`src/rtl/psd3_pkg.sv`:
```
// Shared types, widths and codes for the point-to-segment distance block.
package psd3_pkg;

    localparam int COORD_W     = 32;             // Q15.16 coordinate
    localparam int DIFF_W      = 33;             // exact coordinate difference
    localparam int PROD_W      = 66;             // exact product of two differences
    localparam int DOT_W       = 67;             // signed dot product
    localparam int EXT_W       = 68;             // dot product with headroom
    localparam int SQ_W        = 66;             // unsigned squared length
    localparam int HALF_W      = 33;             // half of a squared length
    localparam int WIDE_W      = 132;            // squared cross length, Q.64
    localparam int DIST_W      = 33;             // Q17.16 distance
    localparam int REM_W       = 36;             // root remainder
    localparam int DIV_STEPS   = 66;             // quotient bits
    localparam int SQRT_STEPS  = 33;             // root bits
    localparam int CFG_IDX_W   = 3;
    localparam int QUEUE_DEPTH = 4;

    localparam logic [CFG_IDX_W-1:0] CFG_START_X = 3'd0;
    localparam logic [CFG_IDX_W-1:0] CFG_START_Y = 3'd1;
    localparam logic [CFG_IDX_W-1:0] CFG_START_Z = 3'd2;
    localparam logic [CFG_IDX_W-1:0] CFG_END_X   = 3'd3;
    localparam logic [CFG_IDX_W-1:0] CFG_END_Y   = 3'd4;
    localparam logic [CFG_IDX_W-1:0] CFG_END_Z   = 3'd5;

    localparam logic [COORD_W-1:0] RST_END_X = 32'h0001_0000;   // 1.0

    typedef enum logic [1:0] {
        RG_START = 2'd0,
        RG_END   = 2'd1,
        RG_MID   = 2'd2
    } t_region;

    typedef struct packed {
        logic signed [COORD_W-1:0] point_x;
        logic signed [COORD_W-1:0] point_y;
        logic signed [COORD_W-1:0] point_z;
    } t_in;

    typedef struct packed {
        logic [DIST_W-1:0] distance;
        t_region           region;
    } t_out;

    typedef struct packed {
        logic signed [COORD_W-1:0] start_x;
        logic signed [COORD_W-1:0] start_y;
        logic signed [COORD_W-1:0] start_z;
        logic signed [COORD_W-1:0] end_x;
        logic signed [COORD_W-1:0] end_y;
        logic signed [COORD_W-1:0] end_z;
    } t_seg;

    // Classified item handed from front to back.
    typedef struct packed {
        t_region         region;
        logic [SQ_W-1:0] s;     // squared endpoint distance
        logic [SQ_W-1:0] d;     // dot(ab,av), positive for interior
        logic [SQ_W-1:0] v;     // |av|^2
        logic [SQ_W-1:0] a;     // |ab|^2
    } t_qent;

endpackage

```
`src/rtl/psd3_sqrt.sv`:
```
// Pipelined integer square root, one root bit per stage; last stage is the output register.
module psd3_sqrt (
    input  logic                          i_clk,
    input  logic                          i_rst_n,
    input  logic                          i_en,
    input  logic                          i_valid,
    input  logic [psd3_pkg::SQ_W-1:0]     i_rad,
    input  psd3_pkg::t_region             i_region,
    output logic                          o_valid,
    output psd3_pkg::t_out                o_data
);

    localparam int N  = psd3_pkg::SQRT_STEPS;
    localparam int SW = psd3_pkg::SQ_W;
    localparam int RW = psd3_pkg::REM_W;
    localparam int DW = psd3_pkg::DIST_W;

    logic [RW-1:0]     r_rem  [N+1];
    logic [DW-1:0]     r_root [N+1];
    logic [SW-1:0]     r_rad  [N+1];
    psd3_pkg::t_region r_rg   [N+1];
    logic [N:0]        r_v;

    always_ff @(posedge i_clk) begin
        if (!i_rst_n) begin
            r_v <= '0;
        end else if (i_en) begin
            r_v <= {r_v[N-1:0], i_valid};
        end
    end

    always_ff @(posedge i_clk) begin
        if (i_en) begin
            r_rem[0]  <= '0;
            r_root[0] <= '0;
            r_rad[0]  <= i_rad;
            r_rg[0]   <= i_region;
        end
    end

    for (genvar k = 0; k < N; k++) begin : g_step
        logic [RW-1:0] n_rem2;
        logic [RW-1:0] n_trial;

        // remainder is at most 2*root, so its top two bits are free
        assign n_rem2  = {r_rem[k][RW-3:0], r_rad[k][SW-1:SW-2]};
        assign n_trial = {1'b0, r_root[k], 2'b01};

        always_ff @(posedge i_clk) begin
            if (i_en) begin
                if (n_rem2 >= n_trial) begin
                    r_rem[k+1]  <= n_rem2 - n_trial;
                    r_root[k+1] <= {r_root[k][DW-2:0], 1'b1};
                end else begin
                    r_rem[k+1]  <= n_rem2;
                    r_root[k+1] <= {r_root[k][DW-2:0], 1'b0};
                end
                r_rad[k+1] <= {r_rad[k][SW-3:0], 2'b00};
                r_rg[k+1]  <= r_rg[k];
            end
        end
    end

    assign o_valid         = r_v[N];
    assign o_data.distance = r_root[N];
    assign o_data.region   = r_rg[N];

endmodule

```
`config.mk`:
```
export PLATFORM = sky130hd
export DESIGN_NAME = psd3_sqrt
export DESIGN_NICKNAME = d
export VERILOG_FILES = /design/src/rtl/psd3_pkg.sv /design/src/rtl/psd3_sqrt.sv
export SDC_FILE = /design/constraint.sdc
export NUM_CORES = 2
export LEC_CHECK = 0
export ABC_CLOCK_PERIOD_IN_PS = 8000
export BUFFER_PORTS_ARGS = -buffer_cell sky130_fd_sc_hd__buf_2
export CORE_UTILIZATION = 30
export DETAILED_ROUTE_END_ITERATION = 8
export PLACE_DENSITY = 0.52
export RECOVER_POWER = 50
export SYNTH_ARGS = -nofsm -noshare
export SYNTH_HDL_FRONTEND = slang
export SYNTH_MEMORY_MAX_BITS = 65536
export SYNTH_SLANG_ARGS = --single-unit
```
`constraint.sdc`:
```
create_clock -name i_clk -period 8 [get_ports i_clk]
set_input_delay 1.2 -clock i_clk [delete_from_list [all_inputs] [get_ports i_clk]]
set_output_delay 1.2 -clock i_clk [all_outputs]
set_load 0.005 [all_outputs]
```
==> out/metrics.yaml <==
sta:
  timing.fmax_mhz: 163
  skew_ps: 48.2
  final-hold-violation-count: 0
  maxSlewViolCount: 1034
  slew-limit-headroom_pct: -195
  setup_viol: 0
  worst-slew-pin-transition_ps: 4430
  rsz0062_at_grt: "no"
  period_needed_ps: 6140
  fin_hold_ws_ps: 394
  period_share_pct: 76.8
  finalSetupTns_ps: 0
clock_tree:
  clock_latency_ps: 930
  clk_pin_slew_ps: 60
  cts_root_buf: "clkbuf_16"
  cts_buffers: 325
  cts_setup_buffers: 0
  cts_hold_buf: 0
  numClockSinks: 2822
  tritoncts: "done"
  max-clock-path-buffers: 4
  htree_levels: 5
  cts_resized: 0
global_route:
  met2_usage_pct: 23.1
  grt_use_met1_pct: 16.0
  gr-total-overflow: 0
  met3_usage_pct: 1.68
  grt_pass1_vias: 77700
  grt_max_degree: 179
  grt_first_pass_wirelength_mm: 447
  antenna_found_initial: 1
  top_usage_layer: "met2"
  grt_usage_pct: 12.9
synth:
  synth_edf_count: 2787
  synth_top_cell_by_area: "edfxtp_1"
  ys_seq_area_share_pct: 64.9
  ys_seq_elements: 2822
  synth_ff_type: "edfxtp_1"
  synth_area_sq_mm: 0.130
  syn_inst: 9982
  synth_cell_types: 82
  async_flop_share_pct: 0
  synth_top_area_share_pct: 64.4
  synth_common_cells: "edfxtp_1, inv_1, nand2_1"
  synth_warnings: 0
  synthMostInstantiatedCell: "edfxtp_1"
  synth_nets: 10700
  syn-mean-instance-area_sq_um: 13.0
  synth.area.top_cells: "edfxtp_1, ha_1, xor2_1, xnor2_1, inv_1"
cells_and_area:
  layout.nets: 10900
  syn_to_final_growth_pct: 14.0
  drive_gt1_share_pct: 8.02
  nFillCells: 41700
min_path:
  min_path_type: "flop to flop"
setup_path:
  worst_setup_path_end_kind: "flop"
  worstPathRequired_ps: 8380
  cp_max_fo: 164
  arrival_ps: 6520
  crit_type: "primary input to flop"
  crit_path_start_kind: "primary input"
routing:
  ant_nets: 0
  drc: 0
  drt-pass1-iter-count: 6
  drt_iter0_markers: 5283
  wirelength_mm: 288
  vias: 77300
  viasPerCell: 4.76
  wl_per_cell_um: 17.8
floorplan:
  die_y_um: 660
  die_w_um: 660
  ioPinCount: 108
  die-area_sq_mm: 0.436
  start_util_pct: 30.2
  rows: 241
  core_area_sq_mm: 0.431
placed_design:
  gp_congestion: 0.892
  io_buffers: 107
  hpwlAfterDp_mm: 205
job:
  maxCapViolCount: 17
status:
  status: "finished with violations"
  violations: "max-capacitance violations, max-slew violations"
power:
  power_mw: 42.9
  irDropWorstVdd_uv: 180
  powerDensity_mw_per_mm2: 289
  p_leak_nw: 55.3
## final cells by class
cell class	instances	area [sq um]	area share, %
Clock inverter	216	2180	1.47
Sequential cell	2822	84400	57.0
Clock buffer	383	8580	5.79
Multi-Input combinational cell	6158	41900	28.3
Timing Repair Buffer	179	1080	0.730
Inverter	766	2880	1.94
Tap cell	5710	7140	4.82
Antenna cell	1	2.50	0.00169
## per-stage QoR
stage               util [%]  area (sq um)  setup WS, ps  instances
floorplan                  -        130000          3530       9982
CTS                     34.4        148000          3270      16200
global placement        31.9        138000          3160      15600
global route            34.4        148000          1500      16200
finish                  34.4        148000          1860      16200
detailed placement      31.9        138000          2990      15600
## placed cells by master, fill, tap and decap left out, types with 45 or more instances in the layout
| cell | instances |
|---|---|
| edfxtp_1 | 2787 |
| o21bai_1 | 62 |
| xnor2_1 | 400 |
| nand2_1 | 692 |
| a21oi_1 | 536 |
| nand3_1 | 161 |
| clkinv_2 | 71 |
| clkbuf_16 | 335 |
| or3_1 | 114 |
| or4_1 | 76 |
| a211oi_1 | 49 |
| a31oi_1 | 55 |
| mux2_2 | 88 |
| clkinv_1 | 59 |
| clkbuf_1 | 78 |
| o21a_1 | 114 |
| o21ai_0 | 545 |
| nand4_1 | 111 |
| nor2b_1 | 114 |
| nand2b_1 | 92 |
| buf_2 | 90 |
| a21o_1 | 259 |
| ha_1 | 597 |
| nor2_1 | 576 |
| nor4_1 | 156 |
| and2_1 | 68 |
| buf_4 | 48 |
| inv_1 | 766 |
| and3_1 | 45 |
| or2_2 | 60 |
| xor2_1 | 476 |
| nor3_1 | 224 |
| mux2i_1 | 54 |
## flip-flops by register name, summed over array words and instances, names as in the netlist
| name | flops |
|---|---|
| r_rad | 1122 |
| r_rem | 1037 |
| r_root | 561 |
| r_rg | 68 |
| r_v | 34 |
## final timing paths
| kind | start | end | slack (ps) | cells after the start |
|---|---|---|---|---|
| setup / recovery | i_en | r_rad[5][20] | 1860 | 3 |
| hold / removal | r_rad[15][59] | r_rad[16][61] | 390 | 0 |
| setup reg to reg | r_rem[16][19] | r_rem[17][30] | 3250 | 9 |
| hold reg to reg | r_rad[15][59] | r_rad[16][61] | 390 | 0 |
## worst max-delay path, cell delays in order
cell,delay (ps)
buf_12,290
clkbuf_1,1670
clkbuf_2,2940
## cell families after synthesis
| logic type | synth area share [%] |
|---|---|
| flops | 64.9 |
| compound gates | 9.21 |
| buf+inv | 2.92 |
| xor+xnor | 5.90 |
| simple gates | 10.1 |
| mux | 1.18 |
| fa+ha+maj | 5.75 |
## where the power goes
group | leakage (nW) | switching (mW) | internal [mW]
combinational | 23.0 | 4.65 | 3.35
sequential | 27.1 | 1.29 | 18.6
clock | 5.25 | 6.11 | 8.90
total | 55.3 | 12.0 | 30.8
## routing by layer
layer,vias up,share of wire [%]
li1,37500,-
met1,37700,43
met2,1594,50
met3,542,3.9
met4,0,3.0
met5,-,0
Note: power is estimated with default switching activity, not from simulation.
