--- src/rtl/psd3_pkg.sv ---
// Shared types, widths and codes for the point-to-segment distance block.
package psd3_pkg;

    localparam int COORD_W     = 32;             // Q15.16 coordinate
    localparam int DIFF_W      = 33;             // exact coordinate difference
    localparam int PROD_W      = 66;             // exact product of two differences
    localparam int DOT_W       = 67;             // signed dot product
    localparam int EXT_W       = 68;             // dot product with headroom
    localparam int SQ_W        = 66;             // unsigned squared length
    localparam int HALF_W      = 33;             // half of a squared length
    localparam int WIDE_W      = 132;            // squared cross length, Q.64
    localparam int DIST_W      = 33;             // Q17.16 distance
    localparam int REM_W       = 36;             // root remainder
    localparam int DIV_STEPS   = 66;             // quotient bits
    localparam int SQRT_STEPS  = 33;             // root bits
    localparam int CFG_IDX_W   = 3;
    localparam int QUEUE_DEPTH = 4;

    localparam logic [CFG_IDX_W-1:0] CFG_START_X = 3'd0;
    localparam logic [CFG_IDX_W-1:0] CFG_START_Y = 3'd1;
    localparam logic [CFG_IDX_W-1:0] CFG_START_Z = 3'd2;
    localparam logic [CFG_IDX_W-1:0] CFG_END_X   = 3'd3;
    localparam logic [CFG_IDX_W-1:0] CFG_END_Y   = 3'd4;
    localparam logic [CFG_IDX_W-1:0] CFG_END_Z   = 3'd5;

    localparam logic [COORD_W-1:0] RST_END_X = 32'h0001_0000;   // 1.0

    typedef enum logic [1:0] {
        RG_START = 2'd0,
        RG_END   = 2'd1,
        RG_MID   = 2'd2
    } t_region;

    typedef struct packed {
        logic signed [COORD_W-1:0] point_x;
        logic signed [COORD_W-1:0] point_y;
        logic signed [COORD_W-1:0] point_z;
    } t_in;

    typedef struct packed {
        logic [DIST_W-1:0] distance;
        t_region           region;
    } t_out;

    typedef struct packed {
        logic signed [COORD_W-1:0] start_x;
        logic signed [COORD_W-1:0] start_y;
        logic signed [COORD_W-1:0] start_z;
        logic signed [COORD_W-1:0] end_x;
        logic signed [COORD_W-1:0] end_y;
        logic signed [COORD_W-1:0] end_z;
    } t_seg;

    // Classified item handed from front to back.
    typedef struct packed {
        t_region         region;
        logic [SQ_W-1:0] s;     // squared endpoint distance
        logic [SQ_W-1:0] d;     // dot(ab,av), positive for interior
        logic [SQ_W-1:0] v;     // |av|^2
        logic [SQ_W-1:0] a;     // |ab|^2
    } t_qent;

endpackage

--- src/rtl/psd3_queue.sv ---
// Small FIFO between the front and back pipelines.
module psd3_queue #(
    parameter int DEPTH = psd3_pkg::QUEUE_DEPTH
) (
    input  logic            i_clk,
    input  logic            i_rst_n,
    input  logic            i_push,
    input  psd3_pkg::t_qent i_ent,
    input  logic            i_pop,
    output psd3_pkg::t_qent o_ent,
    output logic            o_full,
    output logic            o_empty
);

    localparam int PTR_W = (DEPTH > 1) ? $clog2(DEPTH) : 1;
    localparam int CNT_W = $clog2(DEPTH + 1);

    psd3_pkg::t_qent  r_mem [DEPTH];
    logic [PTR_W-1:0] r_wr;
    logic [PTR_W-1:0] r_rd;
    logic [CNT_W-1:0] r_cnt;

    always_ff @(posedge i_clk) begin
        if (!i_rst_n) begin
            r_wr  <= '0;
            r_rd  <= '0;
            r_cnt <= '0;
        end else begin
            if (i_push) begin
                r_wr <= (r_wr == PTR_W'(DEPTH - 1)) ? '0 : r_wr + 1'b1;
            end
            if (i_pop) begin
                r_rd <= (r_rd == PTR_W'(DEPTH - 1)) ? '0 : r_rd + 1'b1;
            end
            if (i_push && !i_pop) begin
                r_cnt <= r_cnt + 1'b1;
            end else if (i_pop && !i_push) begin
                r_cnt <= r_cnt - 1'b1;
            end
        end
    end

    always_ff @(posedge i_clk) begin
        if (i_push) begin
            r_mem[r_wr] <= i_ent;
        end
    end

    assign o_ent   = r_mem[r_rd];
    assign o_full  = (r_cnt == CNT_W'(DEPTH));
    assign o_empty = (r_cnt == '0);

endmodule

--- config.mk ---
export PLATFORM = sky130hd
export DESIGN_NAME = psd3_queue
export DESIGN_NICKNAME = d
export VERILOG_FILES = /design/src/rtl/psd3_pkg.sv /design/src/rtl/psd3_queue.sv
export SDC_FILE = /design/constraint.sdc
export NUM_CORES = 1
export LEC_CHECK = 0
export BUFFER_PORTS_ARGS = -buffer_cell sky130_fd_sc_hd__buf_2
export CELL_PAD_IN_SITES_DETAIL_PLACEMENT = 0
export CELL_PAD_IN_SITES_GLOBAL_PLACEMENT = 1
export CORE_MARGIN = 2
export CORE_UTILIZATION = 50
export CTS_CLUSTER_DIAMETER = 50
export CTS_CLUSTER_SIZE = 10
export DETAILED_ROUTE_END_ITERATION = 8
export GPL_TIMING_DRIVEN = 0
export PLACE_DENSITY = 0.88
export SYNTH_ARGS = -nofsm -noshare
export SYNTH_HDL_FRONTEND = slang
export SYNTH_SLANG_ARGS = --single-unit
--- constraint.sdc ---
create_clock -name i_clk -period 10 [get_ports i_clk]
set_input_delay 2 -clock i_clk [delete_from_list [all_inputs] [get_ports i_clk]]
set_output_delay 2 -clock i_clk [all_outputs]
set_load 0.05 [all_outputs]
==> results of run 1 <==
power groups by stage:
stage	Combinational [µW]	Sequential, µW	Clock [µW]
final	1340	5220	4300
after global routing	1390	5230	4550
after CTS	1350	5220	4370
after detailed placement	1340	5300	0
after global placement	1290	5380	0
after floorplan	937	5330	0
Yosys cell counts, drive strengths merged:
library cell / instances
a21boi: 1
and2: 5
buf: 56
clkbuf: 4
dfxtp: 9
edfxtp: 1064
fa: 1
ha: 6
inv: 4
mux2i: 4
mux4: 266
nor2: 1
nor2b: 5
nor3: 2
nor3b: 1
o21a: 1
o21ai: 1
or3: 1
xnor2: 1
xor2: 1
registers in the layout (all words and copies together), names as in the netlist, named ones only:
name / flops
r_cnt: 3
r_mem: 1064
r_wr: 2
r_rd: 2
critical path: stages, from the launching register on:
cell	delay (ns)
sky130_fd_sc_hd__dfxtp_1	0.30
sky130_fd_sc_hd__buf_2	0.22
sky130_fd_sc_hd__clkbuf_1	0.73
sky130_fd_sc_hd__buf_2	0.53
sky130_fd_sc_hd__mux4_2	0.48
sky130_fd_sc_hd__buf_2	0.26
per-stage QoR:
step / util [%] / area [µm²] / setup TNS [ns] / total power [µW] / setup WS (ns)
after CTS: 61.3 / 47300 / 0 / 10900 / 4.57
after detailed placement: 56.3 / 43500 / 0 / 6640 / 5.35
after global placement: 55.6 / 42900 / -3563.23 / 6670 / -3.40
final: 61.4 / 47400 / 0 / 10900 / 4.78
after global routing: 61.4 / 47400 / 0 / 11200 / 4.54
after floorplan: - / 38900 / 0 / 6270 / 1.33
layer usage:
layer	up-vias	track usage (%)	wire, µm
li1	7650	-	-
met2	881	36.7	46500
met1	9594	24.7	29900
met4	22	8.30	2580
met3	178	7.63	8140
met5	-	0	141
worst paths after layout:
kind / startpoint / end / depth (start not counted)
min reg2reg: r_cnt[2]$_SDFFE_PN0P_ / r_cnt[2]$_SDFFE_PN0P_ / 2
max: register / o_ent[48] / 5
min: r_cnt[2]$_SDFFE_PN0P_ / r_cnt[2]$_SDFFE_PN0P_ / 2
max reg2reg: r_wr[0]$_SDFFE_PN0P_ / r_mem[3][221]$_DFFE_PP_ / 5
kinds of logic (layout without fill, tap and decap cells):
| family | Yosys count | in the layout | share of synthesized area, % |
|---|---|---|---|
| compound gates | 3 | 3 | 0.0514 |
| xor+xnor | 2 | 2 | 0.0450 |
| fa+ha+maj | 7 | 7 | 0.244 |
| buf+inv | 64 | 799 | 1.39 |
| flops | 1073 | 1073 | 82.5 |
| mux | 270 | 270 | 15.5 |
| other cells | 0 | 23 | 0 |
| simple gates | 15 | 15 | 0.231 |
area by class of cell:
type                            instances  area [µm²]
Clock buffer                          153        3410
Multi-Input combinational cell        297        6260
Fill cell                            5117       29800
Inverter                                4        15.0
Antenna cell                           23        57.6
Tap cell                             1040        1300
Clock inverter                         25         467
Timing Repair Buffer                  557        3220
Sequential cell                      1073       32100
Buffer                                 60         526
==> impl_summary.log, run 1 <==
INFO  metric sw_frac_of_total = 25.1%
INFO  metric drt-initial-drc-count = 1575
INFO  metric reg2reg_slack = 7.52 ns
INFO  metric post_cts.repair.setup_buffers = 0
INFO  metric globalRouteTotalUtil = 21.4%
INFO  metric final_net_count = 2401
INFO  metric netlist.top_cell.by_area = sky130_fd_sc_hd__edfxtp_1
INFO  metric hold-worst-slack = 0.506 ns
INFO  metric routed_wirelength = 87.3 mm
INFO  metric floorplan.io_pins = 538
INFO  metric instances_no_fill = 3232
INFO  metric gp_routability_congestion = 0.761
INFO  metric endpoint_kind = output pin
INFO  metric detailed_place_hpwl = 53.5 mm
INFO  metric layout_worst_path_cycle_share = 52.2%
INFO  metric layout_commonest_cell = sky130_fd_sc_hd__edfxtp_1
INFO  metric worst_ep_arrival_time = 3.22 ns
INFO  metric seq_power_share = 48.1%
INFO  metric slew_violations = 0
INFO  metric slew_headroom = 37.5%
INFO  metric clk_root_buffer_cell = sky130_fd_sc_hd__clkbuf_16
INFO  metric drt_pass1_iterations = 7
INFO  metric most-common-layout-cells = 1064 x sky130_fd_sc_hd__edfxtp_1, 563 x sky130_fd_sc_hd__buf_2, 266 x sky130_fd_sc_hd__mux4_2, 133 x sky130_fd_sc_hd__clkbuf_16, 23 x sky130_fd_sc_hd__clkbuf_1
INFO  metric cts_clock_pin_slew_for_the_worst_setup_and_hold_paths = 0.05 ns
INFO  metric clock_path_buffers = 3
INFO  metric timing.final.crit_period = 5.22 ns
INFO  metric cp_data_required_time = 8.00 ns
INFO  metric dieHeight = 283 µm
INFO  metric tightest_slew = 0.937 ns
INFO  metric total_leakage_power = 0.0160 µW
INFO  metric sequential_to_total_area_share_from_yosys_stat = 82.5%
INFO  metric synthesis.area = 38900 µm²
INFO  metric buffer_ports.inserted = 537
INFO  metric grt_setup_unrepaired = no
INFO  metric power_density = 229 nW/µm²
INFO  metric grt_pass1_wl = 126 mm
INFO  metric die_area = 80100 µm²
INFO  metric clock_tree.htree_level_count = 4
INFO  metric ys_warn_count = 0
INFO  metric cts_hold_repair.buffers = 0
INFO  metric synth_largest_type_area_fraction = 82.1%
INFO  metric detail_route.wl_per_cell = 27.0 µm
INFO  metric path_max_fanout = 10
INFO  metric grt_antenna_before_repair = 33
INFO  metric worst_ir_drop_vdd = 0.000211 V
INFO  metric floorplan.initialDensity = 50.4%
INFO  metric yosys_register_bits = 1073
INFO  metric numPlacedInstances = 3031
INFO  metric syn2layout_area_growth = 21.7%
INFO  metric overflow_after_grt = 0
INFO  metric drt-vias-per-instance = 5.67
INFO  metric cts_tree = yes
INFO  metric outcome = finished, final reports clean
INFO  metric pwr-share-comb = 12.3%
INFO  metric finalClockSkew = 0.0284 ns
INFO  metric yosysUniqueCellTypes = 24
INFO  metric max-cap-violations = 0
INFO  metric worstSetupStartpointType = register
INFO  metric clock.fmax = 0.191 GHz
INFO  metric worstHoldPathType = register to register
INFO  metric leading_post_synthesis_cells_by_cell_area = sky130_fd_sc_hd__edfxtp_1 82%, sky130_fd_sc_hd__mux4_2 15%, sky130_fd_sc_hd__dfxtp_1 0.46%
INFO  metric post-route-drc-count = 0
INFO  metric share_clk_of_total_power = 39.6%
INFO  metric ant_nets = 0
INFO  metric setup-violations-final = 0
INFO  metric syn_area_per_cell = 27.1 µm²
INFO  metric worst_skew_pair.late_latency = 0.68 ns
INFO  metric postCtsResizedCells = 0
INFO  metric floorplan.die.width = 283 µm
INFO  metric design.core.area = 77200 µm²
INFO  metric placement_rows = 102
INFO  metric worst-setup-path-type = register to output pin
INFO  metric p_int = 8140 µW
INFO  metric cts_sinks = 1073
INFO  metric routed-via-count = 18325
INFO  metric net-switching-power = 2720 µW
INFO  metric fraction_of_layout_cells_with_a_size_suffix_above_1 = 48.0%
INFO  metric mappedNetlistNets = 1711
INFO  metric cts_buffers = 131
INFO  metric grt_max_degree = 60
INFO  metric report.final.hold_viol_count = 0
INFO  metric syn_inst = 1434
INFO  metric vias_in_the_first_global_route = 19755
(Power assumes the default switching activity.)
==> run 2, diff against run 1 <==
--- a/config.mk
+++ b/config.mk
@@ -9,12 +9,12 @@
 export CELL_PAD_IN_SITES_DETAIL_PLACEMENT = 0
 export CELL_PAD_IN_SITES_GLOBAL_PLACEMENT = 1
 export CORE_MARGIN = 2
-export CORE_UTILIZATION = 50
+export CORE_UTILIZATION = 46
 export CTS_CLUSTER_DIAMETER = 50
 export CTS_CLUSTER_SIZE = 10
 export DETAILED_ROUTE_END_ITERATION = 8
 export GPL_TIMING_DRIVEN = 0
-export PLACE_DENSITY = 0.88
+export PLACE_DENSITY = 0.86
 export SYNTH_ARGS = -nofsm -noshare
 export SYNTH_HDL_FRONTEND = slang
 export SYNTH_SLANG_ARGS = --single-unit
==> constraint.sdc (replaced) <==
create_clock -name i_clk -period 4.65 [get_ports i_clk]
set_input_delay 0.93 -clock i_clk [delete_from_list [all_inputs] [get_ports i_clk]]
set_output_delay 0.93 -clock i_clk [all_outputs]
set_load 0.05 [all_outputs]
==> run 2 against run 1 <==
Effect of this change: clock-buffer cell count decreased by 11; sequential power grew 110%; via count is 2.7% lower; largest cell class unchanged.
==> impl_summary.log, run 2 (same netlist as run 1, synthesis figures left out) <==
INFO  metric outcome = finished, final reports clean
INFO  metric floorplan.die.width = 295 µm (+4.2%)
INFO  metric ant_nets = 0 (unchanged)
INFO  metric post-route-drc-count = 0 (unchanged)
INFO  metric grt_max_degree = 60 (unchanged)
INFO  metric placement_rows = 106 (+3.9%)
INFO  metric grt_pass1_wl = 121 mm (-4.5%)
INFO  metric clock_path_buffers = 3 (unchanged)
INFO  metric clock.fmax = 0.256 GHz
INFO  metric syn2layout_area_growth = 21.6%
INFO  metric cts_sinks = 1073 (unchanged)
INFO  metric largest_register = r_mem
INFO  metric slew_headroom = 41.4% (+3.9 points)
INFO  metric floorplan.initialDensity = 46.5% (-3.9 points)
INFO  metric drt-initial-drc-count = 1090 (-31%)
INFO  metric detail_route.wl_per_cell = 25.0 µm (-7.4%)
INFO  metric buffer_ports.inserted = 537 (unchanged)
INFO  metric finalClockSkew = 0.0335 ns (+0.00504 ns)
INFO  metric layout_commonest_cell = sky130_fd_sc_hd__edfxtp_1
INFO  metric worstSetupStartpointType = register
INFO  metric worst_path_bufs_invs = 4 (unchanged)
INFO  metric floorplan.io_pins = 538 (unchanged)
INFO  metric cp_data_required_time = 3.72 ns (-4.28 ns)
INFO  metric path_max_fanout = 10 (unchanged)
INFO  metric fraction_of_layout_cells_with_a_size_suffix_above_1 = 48.3% (+0.27 points)
INFO  metric grt_antenna_before_repair = 30 (-9.1%)
INFO  metric setup-violations-final = 0 (unchanged)
INFO  metric dpl-instance-area = 43600 µm² (+0.25%)
INFO  metric power_density = 486 nW/µm² (+110%)
INFO  metric drt_pass1_iterations = 5 (-2)
INFO  metric worst_ir_drop_vdd = 0.000345 V (+64%)
INFO  metric timing.final.crit_period = 3.90 ns
INFO  metric most-common-layout-cells = 1064 x sky130_fd_sc_hd__edfxtp_1, 563 x sky130_fd_sc_hd__buf_2, 266 x sky130_fd_sc_hd__mux4_2, 138 x sky130_fd_sc_hd__clkbuf_16
INFO  metric critPathTopFamily = buffers and inverters
INFO  metric post_cts.repair.setup_buffers = 0 (unchanged)
INFO  metric fin_util = 56.5% (-4.8 points)
INFO  metric detailed_place_hpwl = 53.2 mm (-0.64%)
INFO  metric cts_clock_pin_slew_for_the_worst_setup_and_hold_paths = 0.05 ns (about the same)
INFO  metric worst-setup-path-type = register to output pin
INFO  metric grt_setup_unrepaired = no
INFO  metric tightest_slew = 0.879 ns (-0.0583 ns)
INFO  metric clk_root_buffer_cell = sky130_fd_sc_hd__clkbuf_16
INFO  metric gp_routability_congestion = 0.763 (+0.18%)
INFO  metric layout_worst_path_cycle_share = 83.9%
INFO  metric report.final.hold_viol_count = 0 (unchanged)
INFO  metric critical_path.max_stage_delay = 0.68 ns (-0.05 ns)
INFO  metric routed-via-count = 17837 (-2.7%)
INFO  metric postCtsResizedCells = 0 (unchanged)
INFO  metric largest_reg_flops = 1064 (unchanged)
INFO  metric reg2reg_slack = 2.19 ns (-5.33 ns)
INFO  metric cp_cell_sequence = buf_2 > clkbuf_1 > buf_2 > mux4_2 > buf_2
INFO  metric vias_in_the_first_global_route = 19098 (-3.3%)
INFO  metric endpoint_kind = output pin
INFO  metric max-cap-violations = 0 (unchanged)
INFO  metric worst_skew_pair.late_latency = 0.70 ns (+0.02 ns)
INFO  metric overflow_after_grt = 0 (unchanged)
INFO  metric reg.largest.list = r_mem: 1064 flops, r_cnt: 3 flops
INFO  metric cts_buffers = 132 (+0.76%)
INFO  metric critical-path-slowest-cell = sky130_fd_sc_hd__clkbuf_1
INFO  metric final_net_count = 2402 (+0.042%)
INFO  metric design.core.area = 83700 µm² (+8.4%)
INFO  metric die_area = 87000 µm² (+8.6%)
INFO  metric dieHeight = 295 µm (+4.2%)
INFO  metric cts_hold_repair.buffers = 0 (unchanged)
INFO  metric slew_violations = 0 (unchanged)
INFO  metric timing.critical_path.mode_cell = sky130_fd_sc_hd__buf_2
INFO  metric total_leakage_power = 0.0159 µW (-0.36%)
INFO  metric worst_ep_arrival_time = 2.97 ns (-0.25 ns)
INFO  metric clock_tree.htree_level_count = 4 (unchanged)
INFO  metric routed_wirelength = 82.8 mm (-5.2%)
INFO  metric cts_tree = yes
INFO  metric final_design_area_no_fill = 47300 µm² (-0.16%)
INFO  metric globalRouteTotalUtil = 19.0% (-2.4 points)
INFO  metric worstHoldPathType = input port to register
INFO  metric drt-vias-per-instance = 5.39 (-5.0%)
[run 2: cell type report]
| cell class | instances | area, µm² |
|---|---|---|
| diodes | 19 | 47.5 |
| clock inverters | 24 | 236 |
| flip-flops and latches | 1073 | 32100 |
| multi-input cells | 297 | 6260 |
| clock buffers | 142 | 3470 |
| inverters | 4 | 15.0 |
| plain buffers | 60 | 526 |
| fillers | 5948 | 36400 |
| repair buffers | 557 | 3210 |
| well taps | 1134 | 1420 |
[run 2: final timing paths]
kind,startpoint,cells after the start,to
hold / removal,i_ent[178],1,r_mem[3][178]$_DFFE_PP_
setup / recovery,register,5,o_ent[103]
hold reg to reg,r_cnt[2]$_SDFFE_PN0P_,2,r_cnt[2]$_SDFFE_PN0P_
setup reg to reg,r_wr[0]$_SDFFE_PN0P_,5,r_mem[1][7]$_DFFE_PP_
[run 2: layer usage]
metal / global-route usage, % / vias to the layer above / part of all wire (%)
met5: 0 / - / 0.22
met4: 7.16 / 30 / 2.8
met3: 7.50 / 175 / 9.5
met2: 31.5 / 680 / 51
met1: 22.5 / 9304 / 36
li1: - / 7648 / -
[run 2: power breakdown]
| group | internal (µW) | switching [µW] | total [µW] |
|---|---|---|---|
| sequential | 11100 | 98.7 | 11200 |
| combinational | 843 | 2010 | 2860 |
| clock | 5330 | 3600 | 8940 |
| total | 17300 | 5710 | 23000 |
[run 2: through the flow]
stage	power, µW	setup WS (ns)	TNS, ns	hold slack, ns	std cells
6_report	23000	0.747	0	0.437	3310
5_1_grt	23700	0.498	0	0.399	3302
3_5_place_dp	14300	1.30	0	0.511	3125
2_1_floorplan	13400	0.0301	0	0.472	1434
4_1_cts	23300	0.521	0	0.378	3291
3_3_place_gp	14200	-2.58	-2696.29	0.499	3105
==> run 3, diff against run 2 <==
==> constraint.sdc (replaced) <==
create_clock -name i_clk -period 3.2 [get_ports i_clk]
set_input_delay 0.64 -clock i_clk [delete_from_list [all_inputs] [get_ports i_clk]]
set_output_delay 0.64 -clock i_clk [all_outputs]
set_load 0.05 [all_outputs]
==> run 3 against run 2 <==
Effect of this change: first-iteration DRC count increased by 32%; clock power grew 45%; die area is the same; setup slack worse by 0.64 ns; via count is 0.68% higher; critical path type unchanged; largest power group unchanged.
==> impl_summary.log, run 3 (same netlist as run 1, synthesis figures left out) <==
INFO  metric cp_data_required_time = 2.56 ns (-1.16 ns)
INFO  metric grt_antenna_before_repair = 39 (+30%)
INFO  metric routed_wirelength = 83.7 mm (+1.0%)
INFO  metric largest_register = r_mem
INFO  metric p_int = 25000 µW (+45%)
INFO  metric critical_path.max_stage_delay = 0.38 ns (-0.30 ns)
INFO  metric cts_hold_repair.buffers = 0 (unchanged)
INFO  metric vias_in_the_first_global_route = 19229 (+0.69%)
INFO  metric outcome = finished, final reports clean
INFO  metric cts_sinks = 1073 (unchanged)
INFO  metric cts_clock_pin_slew_for_the_worst_setup_and_hold_paths = 0.05 ns (about the same)
INFO  metric cts_buffers = 132 (unchanged)
INFO  metric detailed_place_hpwl = 52.4 mm (-1.5%)
INFO  metric total_leakage_power = 0.0159 µW (about the same)
INFO  metric reg2reg_slack = 0.73 ns (-1.46 ns)
INFO  metric timing.final.crit_period = 3.09 ns
INFO  metric dieHeight = 295 µm (unchanged)
INFO  metric overflow_after_grt = 0 (unchanged)
INFO  metric layout_commonest_cell = sky130_fd_sc_hd__edfxtp_1
INFO  metric grt_setup_unrepaired = yes
INFO  metric most-common-layout-cells = 1064 x sky130_fd_sc_hd__edfxtp_1, 551 x sky130_fd_sc_hd__buf_2, 266 x sky130_fd_sc_hd__mux4_2, 134 x sky130_fd_sc_hd__clkbuf_16
INFO  metric gr-usage-met3 = 7.59% (+0.090 points)
INFO  metric r2r_cells = 5 (unchanged)
INFO  metric worstReg2RegEnd = r_mem[3][218]$_DFFE_PP_
INFO  metric worst-setup-path-type = register to output pin
INFO  metric timing.rr.start = r_wr[0]$_SDFFE_PN0P_
INFO  metric placement_rows = 106 (unchanged)
INFO  metric ant_nets = 0 (unchanged)
INFO  metric power_density = 706 nW/µm² (+45%)
INFO  metric net-switching-power = 8440 µW (+48%)
INFO  metric tightest_slew = 0.727 ns (-0.152 ns)
INFO  metric slew_violations = 0 (unchanged)
INFO  metric clock_path_buffers = 3 (unchanged)
INFO  metric worst_ir_drop_vdd = 0.000516 V (+50%)
INFO  metric worst_skew_pair.late_latency = 0.71 ns (about the same)
INFO  metric cts_tree = yes
INFO  metric seq_power_share = 48.7% (about the same)
INFO  metric die_area = 87000 µm² (unchanged)
INFO  metric drt-initial-drc-count = 1434 (+32%)
INFO  metric max-cap-violations = 0 (unchanged)
INFO  metric floorplan.io_pins = 538 (unchanged)
INFO  metric sw_frac_of_total = 25.2% (+0.39 points)
INFO  metric worstSetupStartpointType = register
INFO  metric design.core.area = 83700 µm² (unchanged)
INFO  metric clk_root_buffer_cell = sky130_fd_sc_hd__clkbuf_16
INFO  metric clock_tree.htree_level_count = 4 (unchanged)
INFO  metric fraction_of_layout_cells_with_a_size_suffix_above_1 = 48.4% (+0.14 points)
INFO  metric post-route-drc-count = 0 (unchanged)
INFO  metric critical-path-slowest-cell = sky130_fd_sc_hd__mux4_2
INFO  metric buffer_ports.inserted = 537 (unchanged)
INFO  metric layout_worst_path_cycle_share = 96.6%
INFO  metric globalRoute.busiestLayer = met2
INFO  metric largest_reg_flops = 1064 (unchanged)
INFO  metric detail_route.wl_per_cell = 25.2 µm (+0.77%)
INFO  metric met2_usage = 31.7% (+0.24 points)
INFO  metric grt_pass1_wl = 122 mm (+1.4%)
INFO  metric reg.largest.list = r_mem: 1064 flops, r_cnt: 3 flops
INFO  metric slew_headroom = 51.5% (+10 points)
INFO  metric hold-worst-slack = 0.144 ns (-0.294 ns)
INFO  metric numPlacedInstances = 3124 (-0.032%)
INFO  metric share_clk_of_total_power = 38.9% (about the same)
INFO  metric gp_routability_congestion = 0.766 (+0.49%)
INFO  metric path_max_fanout = 10 (unchanged)
INFO  metric worst_setup_path_endpoint = o_ent[20]
INFO  metric drt_pass1_iterations = 5 (unchanged)
INFO  metric setup-violations-final = 0 (unchanged)
INFO  metric clock.fmax = 0.323 GHz
INFO  metric worst_ep_arrival_time = 2.45 ns (-0.52 ns)
INFO  metric routed-via-count = 17958 (+0.68%)
INFO  metric drt-vias-per-instance = 5.41 (+0.44%)
INFO  metric cp_cell_sequence = buf_2 > clkbuf_4 > buf_2 > mux4_2 > buf_2
INFO  metric report.final.hold_viol_count = 0 (unchanged)
INFO  metric floorplan.die.width = 295 µm (unchanged)
INFO  metric timing.critical_path.mode_cell = sky130_fd_sc_hd__buf_2
INFO  metric fillCellCount = 5892 (-0.94%)
INFO  metric worstHoldPathType = input port to register
INFO  metric grt_max_degree = 62 (+3.3%)
INFO  metric floorplan.initialDensity = 46.5% (unchanged)
INFO  metric final_net_count = 2401 (-0.042%)
INFO  metric endpoint_kind = output pin
INFO  metric instances_no_fill = 3318 (+0.24%)
INFO  metric syn2layout_area_growth = 21.7%
INFO  metric pwr-share-comb = 12.4% (about the same)
INFO  metric finalClockSkew = 0.0155 ns (-0.0180 ns)
INFO  metric globalRouteTotalUtil = 19.3% (+0.26 points)
INFO  metric grt_util_met1 = 22.5% (about the same)
run 3: final cells by class:
class / instances / area [µm²] / area share (%)
diodes: 23 / 57.6 / 0.121
clock buffers: 143 / 3390 / 7.15
multi-input cells: 297 / 6260 / 13.2
clock inverters: 28 / 350 / 0.739
flip-flops and latches: 1073 / 32100 / 67.8
plain buffers: 60 / 567 / 1.20
inverters: 4 / 15.0 / 0.0317
well taps: 1134 / 1420 / 2.99
repair buffers: 556 / 3190 / 6.73
run 3: per-stage QoR:
step | utilization (%) | setup WS (ns) | area, µm² | TNS, ns | power [µW]
CTS | 56.5 | 0.00354 | 47300 | 0 | 33800
floorplan | - | 0.267 | 38900 | 0 | 19500
global route | 56.6 | -0.0196 | 47400 | -0.0578 | 34500
finish | 56.6 | 0.108 | 47400 | 0 | 33500
global placement | 51.4 | -1.35 | 43000 | -1375.22 | 20600
detailed placement | 52.0 | 0.0703 | 43500 | 0 | 20700
run 3: timing repair:
| item | in CTS | in global routing |
|---|---|---|
| resized for setup | 10 | 8 |
| buffers inserted | 0 | 0 |
| setup endpoints to repair | 237 | 31 |
run 3: metal layers:
| metal | wire length (µm) | up-vias |
|---|---|---|
| li1 | - | 7648 |
| met2 | 42600 | 718 |
| met4 | 2980 | 38 |
| met1 | 30000 | 9342 |
| met5 | 255 | - |
| met3 | 7910 | 212 |
run 3: power by group through the flow:
| stage | registers [µW] | logic, µW | clock network (µW) |
|---|---|---|---|
| 2_1_floorplan | 16500 | 2930 | 0 |
| 3_3_place_gp | 16600 | 4020 | 0 |
| 3_5_place_dp | 16600 | 4170 | 0 |
| 4_1_cts | 16300 | 4200 | 13300 |
| 5_1_grt | 16300 | 4350 | 13900 |
| 6_report | 16300 | 4150 | 13000 |
run 3: how the worst min path moves through the flow:
stage	startpoint	to	cells after the start
after floorplan	r_cnt[2]$_SDFFE_PN0P_	r_cnt[2]$_SDFFE_PN0P_	2
after global placement	r_cnt[2]$_SDFFE_PN0P_	r_cnt[2]$_SDFFE_PN0P_	2
after detailed placement	r_cnt[2]$_SDFFE_PN0P_	r_cnt[2]$_SDFFE_PN0P_	2
after CTS	i_ent[166]	r_mem[1][166]$_DFFE_PP_	1
after global routing	i_ent[166]	r_mem[1][166]$_DFFE_PP_	1
final	i_ent[166]	r_mem[1][166]$_DFFE_PP_	1
run 3: worst max-delay path, delay by kind of cell (launching register included):
kind                   cells  cell delay, ns
buffers and inverters      4            1.05
muxes                      1            0.38
DFF                        1            0.31
